==> src/crm_pkg.sv <==
package crm_pkg;

   localparam int StampSlots = 16;

   localparam int ReqW   = 48;
   localparam int RspW   = 40;
   localparam int PressW = 16;
   localparam int TimeW  = 32;
   localparam int LifeW  = 16;
   localparam int RateW  = 16;
   localparam int CsrW   = 32;

   localparam logic [LifeW-1:0] MsPerMinute  = 16'd60000;
   localparam logic [LifeW-1:0] LifeReset    = 16'd10000;
   localparam logic [16:0]      ReleaseMul   = 17'd52429;
   localparam int               ReleaseShift = 19;
   localparam logic [RateW-1:0] LowRate      = 16'd80;
   localparam logic [1:0]       DotTop       = 2'd3;

   typedef enum logic [1:0] {
      ACT_NONE = 2'd0,
      ACT_RATE = 2'd1,
      ACT_DOT  = 2'd2
   } action_type;

   typedef enum logic [1:0] {
      CSR_ENABLE    = 2'd0,
      CSR_THRESHOLD = 2'd1,
      CSR_REFRESH   = 2'd2,
      CSR_LIFE      = 2'd3
   } csr_index_type;

   typedef struct packed {
      logic             start;
      logic [LifeW-1:0] divisor;
   } div_ctrl_type;

   typedef struct packed {
      logic             busy;
      logic [LifeW-1:0] quotient;
   } div_stat_type;

endpackage

==> src/crm_divider.sv <==
module crm_divider (
   input  logic                 clock,
   input  logic                 reset,
   input  crm_pkg::div_ctrl_type ctrl,
   output crm_pkg::div_stat_type stat
);
   import crm_pkg::*;

   localparam int Steps = LifeW;
   localparam int StepW = $clog2(Steps);

   logic             busy_ff, busy_in;
   logic [StepW-1:0] step_ff, step_in;
   logic [LifeW-1:0] rem_ff, rem_in;
   logic [LifeW-1:0] quot_ff, quot_in;
   logic [LifeW-1:0] divisor_ff, divisor_in;
   logic [LifeW:0]   trial;
   logic [LifeW:0]   diff;
   logic             fits;

   always_comb begin
      trial      = {rem_ff, quot_ff[LifeW-1]};
      diff       = trial - {1'b0, divisor_ff};
      fits       = trial >= {1'b0, divisor_ff};
      busy_in    = busy_ff;
      step_in    = step_ff;
      rem_in     = rem_ff;
      quot_in    = quot_ff;
      divisor_in = divisor_ff;
      if (ctrl.start) begin
         busy_in    = 1'b1;
         step_in    = '0;
         rem_in     = '0;
         quot_in    = MsPerMinute;
         divisor_in = ctrl.divisor;
      end else if (busy_ff) begin
         rem_in  = fits ? diff[LifeW-1:0] : trial[LifeW-1:0];
         quot_in = {quot_ff[LifeW-2:0], fits};
         step_in = step_ff + 1'b1;
         if (step_ff == StepW'(Steps - 1)) begin
            busy_in = 1'b0;
         end
      end
   end

   always_ff @(posedge clock) begin
      if (reset) begin
         busy_ff <= 1'b0;
      end else begin
         busy_ff <= busy_in;
      end
      step_ff    <= step_in;
      rem_ff     <= rem_in;
      quot_ff    <= quot_in;
      divisor_ff <= divisor_in;
   end

   assign stat.busy     = busy_ff;
   assign stat.quotient = quot_ff;

endmodule

==> src/crm_stamp_store.sv <==
module crm_stamp_store #(
   parameter int Slots = crm_pkg::StampSlots,
   parameter int SlotW = (Slots > 1) ? $clog2(Slots) : 1
) (
   input  logic                     clock,
   input  logic                     wr_en,
   input  logic [SlotW-1:0]         wr_addr,
   input  logic [crm_pkg::TimeW-1:0] wr_data,
   input  logic [SlotW-1:0]         rd_addr,
   output logic [crm_pkg::TimeW-1:0] rd_data
);
   import crm_pkg::*;

   logic [TimeW-1:0] mem [Slots];
   logic [TimeW-1:0] rd_data_ff;

   always_ff @(posedge clock) begin
      if (wr_en) begin
         mem[wr_addr] <= wr_data;
      end
      rd_data_ff <= mem[rd_addr];
   end

   assign rd_data = rd_data_ff;

endmodule

==> src/compression_rate_meter.sv <==
// Press-rate meter for a pressure sensor stream. Each sample transaction carries a
// pressure reading and the current millisecond time, and exactly one result
// transaction comes back for it. An enabled sample that does not trigger a rate
// evaluation passes from the press check state to the hold state, and a sample
// taken while the block is disabled goes straight to the hold state. A sample that
// triggers an evaluation walks the time stamp ring one slot per cycle through a
// single age comparator and the single read port of the stamp memory, which holds
// sixteen slots by default. The factor 60000 / data_life comes from a bit-serial
// divider that runs after reset and after every write of data_life; req_tready
// stays low while it runs. The result sits in an output register, so a sample
// can be accepted while the previous result still waits for rsp_tready.
module compression_rate_meter #(
   parameter int STAMP_SLOTS = crm_pkg::StampSlots
) (
   input  logic                     clock,
   input  logic                     reset,
   input  logic                     req_tvalid,
   output logic                     req_tready,
   // Fields from bit 0: pressure[15:0], now_ms[31:0].
   input  logic [crm_pkg::ReqW-1:0] req_tdata,
   output logic                     rsp_tvalid,
   input  logic                     rsp_tready,
   // Fields from bit 0: display_action[1:0], rate_value[15:0], dot_index[1:0],
   // pressure_out[15:0], then four zero bits.
   output logic [crm_pkg::RspW-1:0] rsp_tdata,
   input  logic                     csr_we,
   input  logic [1:0]               csr_addr,
   input  logic [crm_pkg::CsrW-1:0] csr_wdata
);
   import crm_pkg::*;

   localparam int SlotW = (STAMP_SLOTS > 1) ? $clog2(STAMP_SLOTS) : 1;
   localparam int WalkW = $clog2(STAMP_SLOTS + 1);

   typedef enum logic [2:0] {
      ST_IDLE,
      ST_PRESS,
      ST_WALK,
      ST_FINISH,
      ST_HOLD
   } state_type;

   logic                   enable_ff;
   logic [PressW-1:0]      thr_ff;
   logic [TimeW-1:0]       refresh_ff;
   logic [LifeW-1:0]       life_ff;
   logic                   div_start_ff, div_start_in;

   state_type              state_ff, state_in;
   logic [PressW-1:0]      pressure_ff, pressure_in;
   logic [TimeW-1:0]       now_ff, now_in;
   logic                   pressing_ff, pressing_in;
   logic [SlotW-1:0]       wslot_ff, wslot_in;
   logic [STAMP_SLOTS-1:0] valid_ff, valid_in;
   logic                   started_ff, started_in;
   logic [TimeW-1:0]       start_time_ff, start_time_in;
   logic [TimeW-1:0]       last_eval_ff, last_eval_in;
   logic [1:0]             dot_ff, dot_in;
   logic [WalkW-1:0]       walk_ff, walk_in;
   logic                   cmp_valid_ff, cmp_valid_in;
   logic [SlotW-1:0]       cmp_idx_ff, cmp_idx_in;
   logic [WalkW-1:0]       count_ff, count_in;
   action_type             res_action_ff, res_action_in;
   logic [RateW-1:0]       res_rate_ff, res_rate_in;
   logic [1:0]             res_dot_ff, res_dot_in;
   logic [PressW-1:0]      res_press_ff, res_press_in;
   logic                   rsp_valid_ff, rsp_valid_in;
   logic [RspW-1:0]        rsp_data_ff, rsp_data_in;

   div_ctrl_type           div_ctrl;
   div_stat_type           div_stat;

   logic                   mem_we;
   logic [TimeW-1:0]       rd_data;

   logic [TimeW-1:0]       age_base;
   logic [TimeW-1:0]       age_limit;
   logic [TimeW-1:0]       age;
   logic                   age_below;

   logic [ReleaseShift+PressW-1:0] rel_prod;
   logic [PressW-1:0]      release_lvl;
   logic                   press_start;
   logic                   issue;
   logic [RateW+WalkW-1:0] rate_full;
   logic [RateW-1:0]       rate;
   logic                   visible;
   logic                   accept;

   crm_divider u_divider (
      .clock (clock),
      .reset (reset),
      .ctrl  (div_ctrl),
      .stat  (div_stat)
   );

   crm_stamp_store #(
      .Slots (STAMP_SLOTS),
      .SlotW (SlotW)
   ) u_stamp_store (
      .clock   (clock),
      .wr_en   (mem_we),
      .wr_addr (wslot_ff),
      .wr_data (now_ff),
      .rd_addr (walk_ff[SlotW-1:0]),
      .rd_data (rd_data)
   );

   assign div_ctrl.start   = div_start_ff;
   assign div_ctrl.divisor = life_ff;
   assign div_start_in     = csr_we && (csr_index_type'(csr_addr) == CSR_LIFE);

   always_ff @(posedge clock) begin
      if (reset) begin
         enable_ff    <= 1'b0;
         thr_ff       <= '0;
         refresh_ff   <= '0;
         life_ff      <= LifeReset;
         div_start_ff <= 1'b1;
      end else begin
         div_start_ff <= div_start_in;
         if (csr_we) begin
            unique case (csr_index_type'(csr_addr))
               CSR_ENABLE:    enable_ff  <= csr_wdata[0];
               CSR_THRESHOLD: thr_ff     <= csr_wdata[PressW-1:0];
               CSR_REFRESH:   refresh_ff <= csr_wdata[TimeW-1:0];
               CSR_LIFE:      life_ff    <= csr_wdata[LifeW-1:0];
            endcase
         end
      end
   end

   // One age comparator serves the refresh check, every stamp and the start time.
   always_comb begin
      unique case (state_ff)
         ST_PRESS: begin
            age_base  = last_eval_ff;
            age_limit = refresh_ff;
         end
         ST_WALK: begin
            age_base  = rd_data;
            age_limit = {{(TimeW-LifeW){1'b0}}, life_ff};
         end
         default: begin
            age_base  = start_time_ff;
            age_limit = {{(TimeW-LifeW){1'b0}}, life_ff};
         end
      endcase
      age       = now_ff - age_base;
      age_below = age < age_limit;
   end

   assign rel_prod    = thr_ff * ReleaseMul;
   assign release_lvl = rel_prod[ReleaseShift +: PressW];
   assign press_start = (pressure_ff > thr_ff) && !pressing_ff;
   assign mem_we      = (state_ff == ST_PRESS) && press_start;
   assign issue       = walk_ff != WalkW'(STAMP_SLOTS);
   assign rate_full   = div_stat.quotient * count_ff;
   assign rate        = (life_ff == '0) ? '0 : rate_full[RateW-1:0];
   assign visible     = (rate >= LowRate) || !age_below;

   assign req_tready = (state_ff == ST_IDLE) && !div_stat.busy && !div_start_ff
                       && !div_start_in;
   assign accept     = req_tvalid && req_tready;

   always_comb begin
      state_in      = state_ff;
      pressure_in   = pressure_ff;
      now_in        = now_ff;
      pressing_in   = pressing_ff;
      wslot_in      = wslot_ff;
      valid_in      = valid_ff;
      started_in    = started_ff;
      start_time_in = start_time_ff;
      last_eval_in  = last_eval_ff;
      dot_in        = dot_ff;
      walk_in       = walk_ff;
      cmp_valid_in  = 1'b0;
      cmp_idx_in    = cmp_idx_ff;
      count_in      = count_ff;
      res_action_in = res_action_ff;
      res_rate_in   = res_rate_ff;
      res_dot_in    = res_dot_ff;
      res_press_in  = res_press_ff;
      rsp_valid_in  = rsp_valid_ff && !rsp_tready;
      rsp_data_in   = rsp_data_ff;

      unique case (state_ff)
         ST_IDLE: begin
            if (accept) begin
               pressure_in = req_tdata[PressW-1:0];
               now_in      = req_tdata[PressW +: TimeW];
               if (enable_ff) begin
                  state_in = ST_PRESS;
               end else begin
                  res_action_in = ACT_NONE;
                  res_rate_in   = '0;
                  res_dot_in    = '0;
                  res_press_in  = '0;
                  state_in      = ST_HOLD;
               end
            end
         end
         ST_PRESS: begin
            if (press_start) begin
               valid_in    = valid_ff | (STAMP_SLOTS'(1) << wslot_ff);
               wslot_in    = (wslot_ff == SlotW'(STAMP_SLOTS - 1)) ? '0 : wslot_ff + 1'b1;
               pressing_in = 1'b1;
            end else if (pressure_ff <= release_lvl) begin
               pressing_in = 1'b0;
            end
            started_in = valid_in[0];
            if (valid_in[0] && !started_ff) begin
               start_time_in = now_ff;
            end
            res_press_in = pressure_ff;
            if (valid_in[0] && !age_below) begin
               last_eval_in = now_ff;
               walk_in      = '0;
               count_in     = '0;
               state_in     = ST_WALK;
            end else begin
               res_action_in = ACT_NONE;
               res_rate_in   = '0;
               res_dot_in    = '0;
               state_in      = ST_HOLD;
            end
         end
         ST_WALK: begin
            if (issue) begin
               walk_in      = walk_ff + 1'b1;
               cmp_valid_in = 1'b1;
               cmp_idx_in   = walk_ff[SlotW-1:0];
            end else begin
               state_in = ST_FINISH;
            end
            if (cmp_valid_ff && valid_ff[cmp_idx_ff] && age_below) begin
               count_in = count_ff + 1'b1;
            end
         end
         ST_FINISH: begin
            if (visible) begin
               res_action_in = ACT_RATE;
               res_rate_in   = rate;
               res_dot_in    = '0;
            end else begin
               res_action_in = ACT_DOT;
               res_rate_in   = '0;
               res_dot_in    = dot_ff;
               dot_in        = (dot_ff == '0) ? DotTop : dot_ff - 1'b1;
            end
            state_in = ST_HOLD;
         end
         ST_HOLD: begin
            if (!rsp_valid_ff || rsp_tready) begin
               rsp_valid_in = 1'b1;
               rsp_data_in  = {4'b0, res_press_ff, res_dot_ff, res_rate_ff, res_action_ff};
               state_in     = ST_IDLE;
            end
         end
         default: begin
            state_in = ST_IDLE;
         end
      endcase
   end

   always_ff @(posedge clock) begin
      if (reset) begin
         state_ff     <= ST_IDLE;
         pressing_ff  <= 1'b0;
         wslot_ff     <= '0;
         valid_ff     <= '0;
         started_ff   <= 1'b0;
         last_eval_ff <= '0;
         start_time_ff <= '0;
         dot_ff       <= DotTop;
         cmp_valid_ff <= 1'b0;
         rsp_valid_ff <= 1'b0;
      end else begin
         state_ff      <= state_in;
         pressing_ff   <= pressing_in;
         wslot_ff      <= wslot_in;
         valid_ff      <= valid_in;
         started_ff    <= started_in;
         last_eval_ff  <= last_eval_in;
         start_time_ff <= start_time_in;
         dot_ff        <= dot_in;
         cmp_valid_ff  <= cmp_valid_in;
         rsp_valid_ff  <= rsp_valid_in;
      end
      pressure_ff   <= pressure_in;
      now_ff        <= now_in;
      walk_ff       <= walk_in;
      cmp_idx_ff    <= cmp_idx_in;
      count_ff      <= count_in;
      res_action_ff <= res_action_in;
      res_rate_ff   <= res_rate_in;
      res_dot_ff    <= res_dot_in;
      res_press_ff  <= res_press_in;
      rsp_data_ff   <= rsp_data_in;
   end

   assign rsp_tvalid = rsp_valid_ff;
   assign rsp_tdata  = rsp_data_ff;

`ifndef SYNTH
   a_ready_needs_quotient: assert property (@(posedge clock) disable iff (reset)
      req_tready |-> !div_stat.busy)
      else $error("Sample accepted while the divider is still running.");

   a_accept_leaves_idle: assert property (@(posedge clock) disable iff (reset)
      (req_tvalid && req_tready) |=> (state_ff != ST_IDLE))
      else $error("Sequencer stayed idle after a sample transaction.");

   a_count_bounded: assert property (@(posedge clock) disable iff (reset)
      (state_ff == ST_FINISH) |-> (count_ff <= WalkW'(STAMP_SLOTS)))
      else $error("Stamp count exceeds the ring size.");

   a_dot_has_no_rate: assert property (@(posedge clock) disable iff (reset)
      (rsp_tvalid && (rsp_tdata[1:0] == ACT_DOT)) |-> (rsp_tdata[17:2] == '0))
      else $error("Loading dot result carries a nonzero rate.");
`endif

endmodule
==> config.mk <==
export PLATFORM = sky130hd
export DESIGN_NAME = compression_rate_meter
export DESIGN_NICKNAME = d
export VERILOG_FILES = /design/src/crm_pkg.sv /design/src/crm_divider.sv /design/src/crm_stamp_store.sv /design/src/compression_rate_meter.sv
export SDC_FILE = /design/constraint.sdc
export NUM_CORES = 2
export LEC_CHECK = 0
export BUFFER_PORTS_ARGS = -buffer_cell sky130_fd_sc_hd__buf_2
export CORE_ASPECT_RATIO = 1.4
export CORE_MARGIN = 2
export CORE_UTILIZATION = 31
export DETAILED_ROUTE_END_ITERATION = 8
export GPL_TIMING_DRIVEN = 1
export PLACE_DENSITY = 0.53
export SYNTH_ARGS = -nofsm -noshare
export SYNTH_HDL_FRONTEND = slang
export SYNTH_SLANG_ARGS = --single-unit
==> constraint.sdc <==
create_clock -name clock -period 11.25 [get_ports clock]
set_clock_uncertainty 0.2 [all_clocks]
set_input_delay 1.125 -clock clock [delete_from_list [all_inputs] [get_ports clock]]
set_output_delay 1.125 -clock clock [all_outputs]
set_load 0.01 [all_outputs]
==> Yosys cells after proc, flatten, opt, wreduce, memory -nomap -nowiden <==
Memory sizes are Yosys's and may differ from the RTL's. A register that Yosys moved wholly into a read port is not among the register bits.
Cells that the tools add are included.
W data, S select, Z words.
{ "word_totals": {"register_bits": 345, "ramBits": 512, "input_bits": 87, "out_inout_bits": 42, "elab_cells": 162, "n_memories": 1} }
{ "memory_table": {"columns": ["name", "words", "width", "read_ports", "rd_clocked_by_memory_dff", "write_ports", "line", "rtl"], "rows": [
  ["u_stamp_store.mem", 16, 32, 1, 1, 1, "crm_stamp_store.sv:14", "logic [TimeW-1:0] mem [Slots];"]
]} }
{ "op_classes": {"n_addsub": 7, "n_mul": 2, "order_cmp": 6, "eq_ne": 19, "shifts": 1, "mux": 44, "bitwise_logic": 3, "n_reduce_logical": 49} }
{ "op_table": {"columns": ["cell", "count"], "rows": [
  ["$mux W16", 8],
  ["$pmux W32 S2", 1],
  ["$pmux W16 S3", 1],
  ["$lt A32 B32 Y1", 1],
  ["$mul A16 B16 Y32 const B", 1],
  ["$mux W32", 1],
  ["$pmux W16 S2", 1],
  ["$sub A32 B32 Y32", 1],
  ["$reduce_and A2 Y1", 13],
  ["$pmux W5 S2", 2],
  ["$ge A17 B16 Y1", 1],
  ["$ge A16 B7 Y1 const B", 1],
  ["$gt A16 B16 Y1", 1],
  ["$le A16 B13 Y1", 1],
  ["$logic_not A16 Y1", 1],
  ["$mul A16 B5 Y16", 1],
  ["$ne A2 B2 Y1 const B", 8],
  ["$or A16 B16 Y16", 1],
  ["$shl A1 B4 Y16 const A", 1],
  ["$sub A16 B16 Y16", 1],
  ["$mux W3", 5],
  ["$mux W5", 3],
  ["$pmux W3 S5", 1],
  ["$logic_and A1 B1 Y1", 12],
  ["27 further kinds", 63]
]} }

==> Logic depth before layout (Yosys ltp) <==
{ "logic_depth": {"word_depth": 8, "mapped_depth": 30, "depth_no_buf": 29} }

==> Hierarchy <==
Synthesis repeated with hierarchy kept, for this count alone.
{ "unflattened": {"cells_unflattened": 3238, "area_unflattened_um2": 43290.3} }
{ "modules_own_cells": {"columns": ["module", "n_inst", "cells_per_inst", "area_per_inst_um2", "seq_area_each_um2"], "rows": [
  ["compression_rate_meter", 1, 2093, 20552.2, 7186.9],
  ["crm_stamp_store", 1, 838, 19835.3, 16015.4],
  ["crm_divider", 1, 307, 2902.8, 1221.2]
]} }

==> Worst setup path before layout <==
No wires, ideal clock.
{ "synth_path": {"kind": "register to register", "start": "reg thr_ff[2]", "end": "reg pressing_ff", "setup_ns": 0.070, "arrival_ns": 6.350, "required_ns": 10.980, "slack_ns": 4.630, "stages_incl_launch_ff": 29, "n_path_buf": 0, "period_less_slack_ns": 6.620, "path_cell_list": "dfxtp_1 ha_1 inv_1 fa_1 inv_1 fa_1 fa_1 fa_1 inv_1 fa_1 inv_1 ha_1 nand2_1 nor2_1 nand4_1 a31oi_1 a211oi_1 nor3_1 a21oi_1 o21ai_0 nand4_1 ha_1 and3_1 nand3_1 nor4_1 nand2_1 a21oi_1 o211ai_1 a21oi_1"} }
{ "synth_between": {"elab_chain_len": 4, "word_cells_on_any_way": 7, "cone_classes": "1 x mul; 2 x order compare; 1 x mux; 3 x reduce/logical"} }
{ "synth_lines": {"columns": ["element", "line", "rtl"], "rows": [
  ["from (decl)", "compression_rate_meter.sv:44", "logic [PressW-1:0] thr_ff;"],
  ["from (signal assigned)", "compression_rate_meter.sv:125", "CSR_THRESHOLD: thr_ff <= csr_wdata[PressW-1:0];"],
  ["$mul A16 B16 Y32 or $gt A16 B16 Y1 (tied branches)", "compression_rate_meter.sv:153, compression_rate_meter.sv:155", null],
  ["$le A16 B13 Y1 or $logic_and A1 B1 Y1 (tied branches)", "compression_rate_meter.sv:209, compression_rate_meter.sv:155", null],
  ["$reduce_bool A2 Y1 (no line)", null, null],
  ["$reduce_and A2 Y1 (no line)", null, null],
  ["to (signal assigned)", "compression_rate_meter.sv:281", "pressing_ff <= pressing_in;"],
  ["to (decl)", "compression_rate_meter.sv:52", "logic pressing_ff, pressing_in;"]
]} }
Parallel ways exist; a longest one is shown, timed or not.
A chain may end at the register's enable or synchronous reset.

==> Final worst setup path <==
{ "layout_path": {"start": "reg state_ff[1]", "end": "reg res_rate_ff[6], enable pin"} }
{ "layout_between": {"elab_chain_len": 8, "word_cells_on_any_way": 19, "cone_classes": "1 x add/sub; 1 x order compare; 6 x eq/ne; 2 x mux; 9 x reduce/logical"} }
{ "layout_lines": {"columns": ["element", "line", "rtl"], "rows": [
  ["from (decl)", "compression_rate_meter.sv:49", "state_type state_ff, state_in;"],
  ["from (signal assigned)", "compression_rate_meter.sv:280", "state_ff <= state_in;"],
  ["$eq A3 B2 Y1 or $eq A3 B1 Y1 (tied branches)", "compression_rate_meter.sv:135, compression_rate_meter.sv:188", null],
  ["$pmux W32 S2", "compression_rate_meter.sv:135", "unique case (state_ff)"],
  ["$sub A32 B32 Y32", "compression_rate_meter.sv:149", "age = now_ff - age_base;"],
  ["$lt A32 B32 Y1", "compression_rate_meter.sv:150", "age_below = age < age_limit;"],
  ["$logic_not A1 Y1", "compression_rate_meter.sv:217", "if (valid_in[0] && !age_below) begin"],
  ["$logic_and A1 B1 Y1", "compression_rate_meter.sv:217", null],
  ["$ne A2 B2 Y1 (no line)", null, null],
  ["$reduce_and A4 Y1 (no line) (*)", null, null],
  ["to (signal assigned)", "compression_rate_meter.sv:297", "res_rate_ff <= res_rate_in;"],
  ["to (decl)", "compression_rate_meter.sv:64", "logic [RateW-1:0] res_rate_ff, res_rate_in;"]
]} }
Every way passes the cells marked *; elsewhere a longest branch is shown, timed or not.

==> flow_metrics.tcl <==
set metrics [dict create \
    drv_slew 0 \
    max_freq_mhz 130 \
    rsz0062_at_grt "no" \
    place_ws_ns 3.63 \
    final_nets 3740 \
    num_rows 161 \
    first_pass_iters 7 \
    synth_top_area_share_pct 46.5 \
    ctsHoldBuffers 0 \
    h-tree-depth 3 \
    syn_area_mm2 0.0428 \
    drv_cap 0 \
    ys_top_cells_by_count "662 x edfxtp_1, 330 x nand2_1, 266 x ha_1" \
    cp-end-kind "flop" \
    synth_area_leaders "edfxtp_1 46%, dfxtp_1 11%, mux4_2 8.7%" \
    antenna_found_initial 14 \
    timing.final.ws_setup_ns 3.55 \
    worstSkewPairLatency_ns 0.71 \
    grt_usage_pct 15.4 \
    fin_util_pct 35.6 \
    numCtsBuffers 91 \
    status "completed" \
    synth_most_common_cell "edfxtp_1" \
    irDropWorstVdd_mv 0.110 \
    cts_tree "done" \
    place_area_mm2 0.0456 \
    fp.dieW_um 318 \
    setup_viol 0 \
    n_fill_cell 13200 \
    synth_top_cell_by_area "edfxtp_1" \
    grt_max_degree 100 \
    synth_cells 3121 \
    yosysUniqueCellTypes 79 \
    grt_pass1_wl_um 164000 \
    cts_resized 0 \
    drcViolationCount 0 \
    synth_edf_count 662 \
    worst_pin_slew_ns 1.17 \
    wl_um 108000 \
    cts_setup_buffers 0 \
    drive_gt1_share_pct 15.8 \
    p_per_area_mw_per_mm2 149 \
    clock-sinks 889 \
    grt_pass1_vias 26100 \
    ys.flop_type "edfxtp_1" \
    p_leak_nw 18.0 \
    cts_root_buffer "clkbuf_16" \
    tns_ns 0 \
    core_area_mm2 0.137 \
    cp-start-kind "flop" \
    ys_seq_area_share_pct 57.1 \
    start_util_pct 31.2 \
    arrival_ns 7.80 \
    yosys_warnings 0 \
    via_count 25100 \
    required_ns 11.35 \
    die_area_mm2 0.141 \
    crit_fanout 45 \
    gp_congestion 0.860 \
    fin_crit_sh_pct 68.5 \
    clockBufferDepth 3 \
    path_clk_slew_ns 0.06 \
    slew_headroom_pct 22.0 \
    finalHoldViolations 0 \
    io_buffers 124 \
    ios 129 \
    viasPerCell 4.88 \
    grt_overflow 0 \
    die_h_um 444 \
    drt_iter0_drc 1338 \
    period_needed_ns 7.70 \
    wl_per_cell_um 21.0 \
    synthArstFlopShare_pct 0 \
    ys_ff_latch 889 \
    antenna_left 0 \
    place_hpwl_um 71900 \
    syn_to_final_growth_pct 14.0 \
    hp-class "reg2reg" \
    synth_area_per_cell_um2 13.7 \
    worstSetupPathType "reg2reg" \
    stdcell_area_mm2 0.0488 \
]
[metrics by stage]
stage          total power, mW  instances  hold WS, ns
5_1_grt                   7.56       5144        0.224
2_1_floorplan             4.03       3124        0.200
4_1_cts                   7.37       5142        0.195
6_report                  7.27       5145        0.195
3_5_place_dp              4.21       4970        0.205
3_3_place_gp              4.21       4970        0.202
[kinds of logic after synthesis]
group | after synthesis | share of synthesized area, %
AOI/OAI and AO/OA | 447 | 6.79
xor gates and xnor gates | 76 | 1.56
adders and majority gates | 383 | 13.3
buffers and inverters | 385 | 3.58
DFF | 889 | 57.1
muxes | 231 | 10.2
other | 1 | 0.00877
and+or+nand+nor | 709 | 7.49
[routing by layer]
layer	wire, um	global-route usage, %	up-vias
met5	50	0	-
met2	54900	27.0	519
li1	-	-	11700
met1	44400	18.9	12700
met3	5030	2.54	188
met4	3660	5.76	10
[final cells by class]
class,count,area (um^2),area share [%]
antenna,3,7.51,0.0154
inverter,257,965,1.98
tap,1793,2240,4.60
sequential,889,24400,50.1
clock inverter,53,664,1.36
multi-input combinational,1850,16900,34.7
timing repair buffer,181,1070,2.19
clock buffer,119,2480,5.09
[worst max-delay path, stage by stage, from the launching register on]
cell and delay [ns]:
dfxtp_1 0.42, nor3b_4 0.22, buf_4 0.42, buf_4 0.60, a221o_1 0.31, inv_1 0.06, ha_1 0.25, nor2b_1 0.14
o31a_1 0.28, o41ai_1 0.67, a311o_1 0.36, o2111ai_1 0.16, a31oi_1 0.28, o21ai_0 0.13, a21oi_1 0.18, xnor2_1 0.15
ha_1 0.27, a21o_1 0.18, a21o_1 0.17, a21oi_1 0.14, o221ai_1 0.13, a31oi_2 0.52, a21oi_4 0.05, nor2_2 0.91
[registers in the layout, indices dropped and copies added (netlist names), 32 cells and up]
register               cells
last_eval_ff              32
rsp_tdata                 36
u_stamp_store.mem        512
now_ff                    32
start_time_ff             32
u_stamp_store.rd_data     32
refresh_ff                32
[power by group]
group | internal [mW] | switching (mW) | leakage [nW]
combinational | 0.215 | 0.336 | 8.63
clock | 1.79 | 1.35 | 1.52
sequential | 3.54 | 0.0394 | 7.82
[final timing paths]
path | from | to | slack [ns] | depth (start not counted)
hold / removal | res_rate_ff[7] | rsp_tdata[9] | 0.20 | 0
setup / recovery | state_ff[1] | res_rate_ff[6] | 3.55 | 23
hold reg to reg | res_rate_ff[7] | rsp_tdata[9] | 0.20 | 0
setup reg to reg | state_ff[1] | res_rate_ff[6] | 3.55 | 23
[cells in the final DEF (no fill, tap or decap), types with 13 or more instances in the layout]
cell / n
xnor2_1: 54
mux4_2: 165
and2_1: 45
nand4_1: 23
o211ai_1: 14
nor2b_1: 17
a21o_1: 27
clkbuf_1: 18
clkinv_2: 15
a21oi_1: 204
o21ai_0: 37
mux2i_1: 65
nor4_1: 15
fa_1: 117
xor2_1: 22
inv_1: 256
clkbuf_16: 91
and3_1: 14
buf_2: 123
edfxtp_1: 662
o21a_1: 37
clkinv_1: 13
nor2_1: 146
dfxtp_1: 225
ha_1: 266
a22o_1: 31
nor3_1: 21
nand2_1: 330
nand3_1: 36
buf_4: 56
Note: power is estimated with default switching activity, not from simulation.
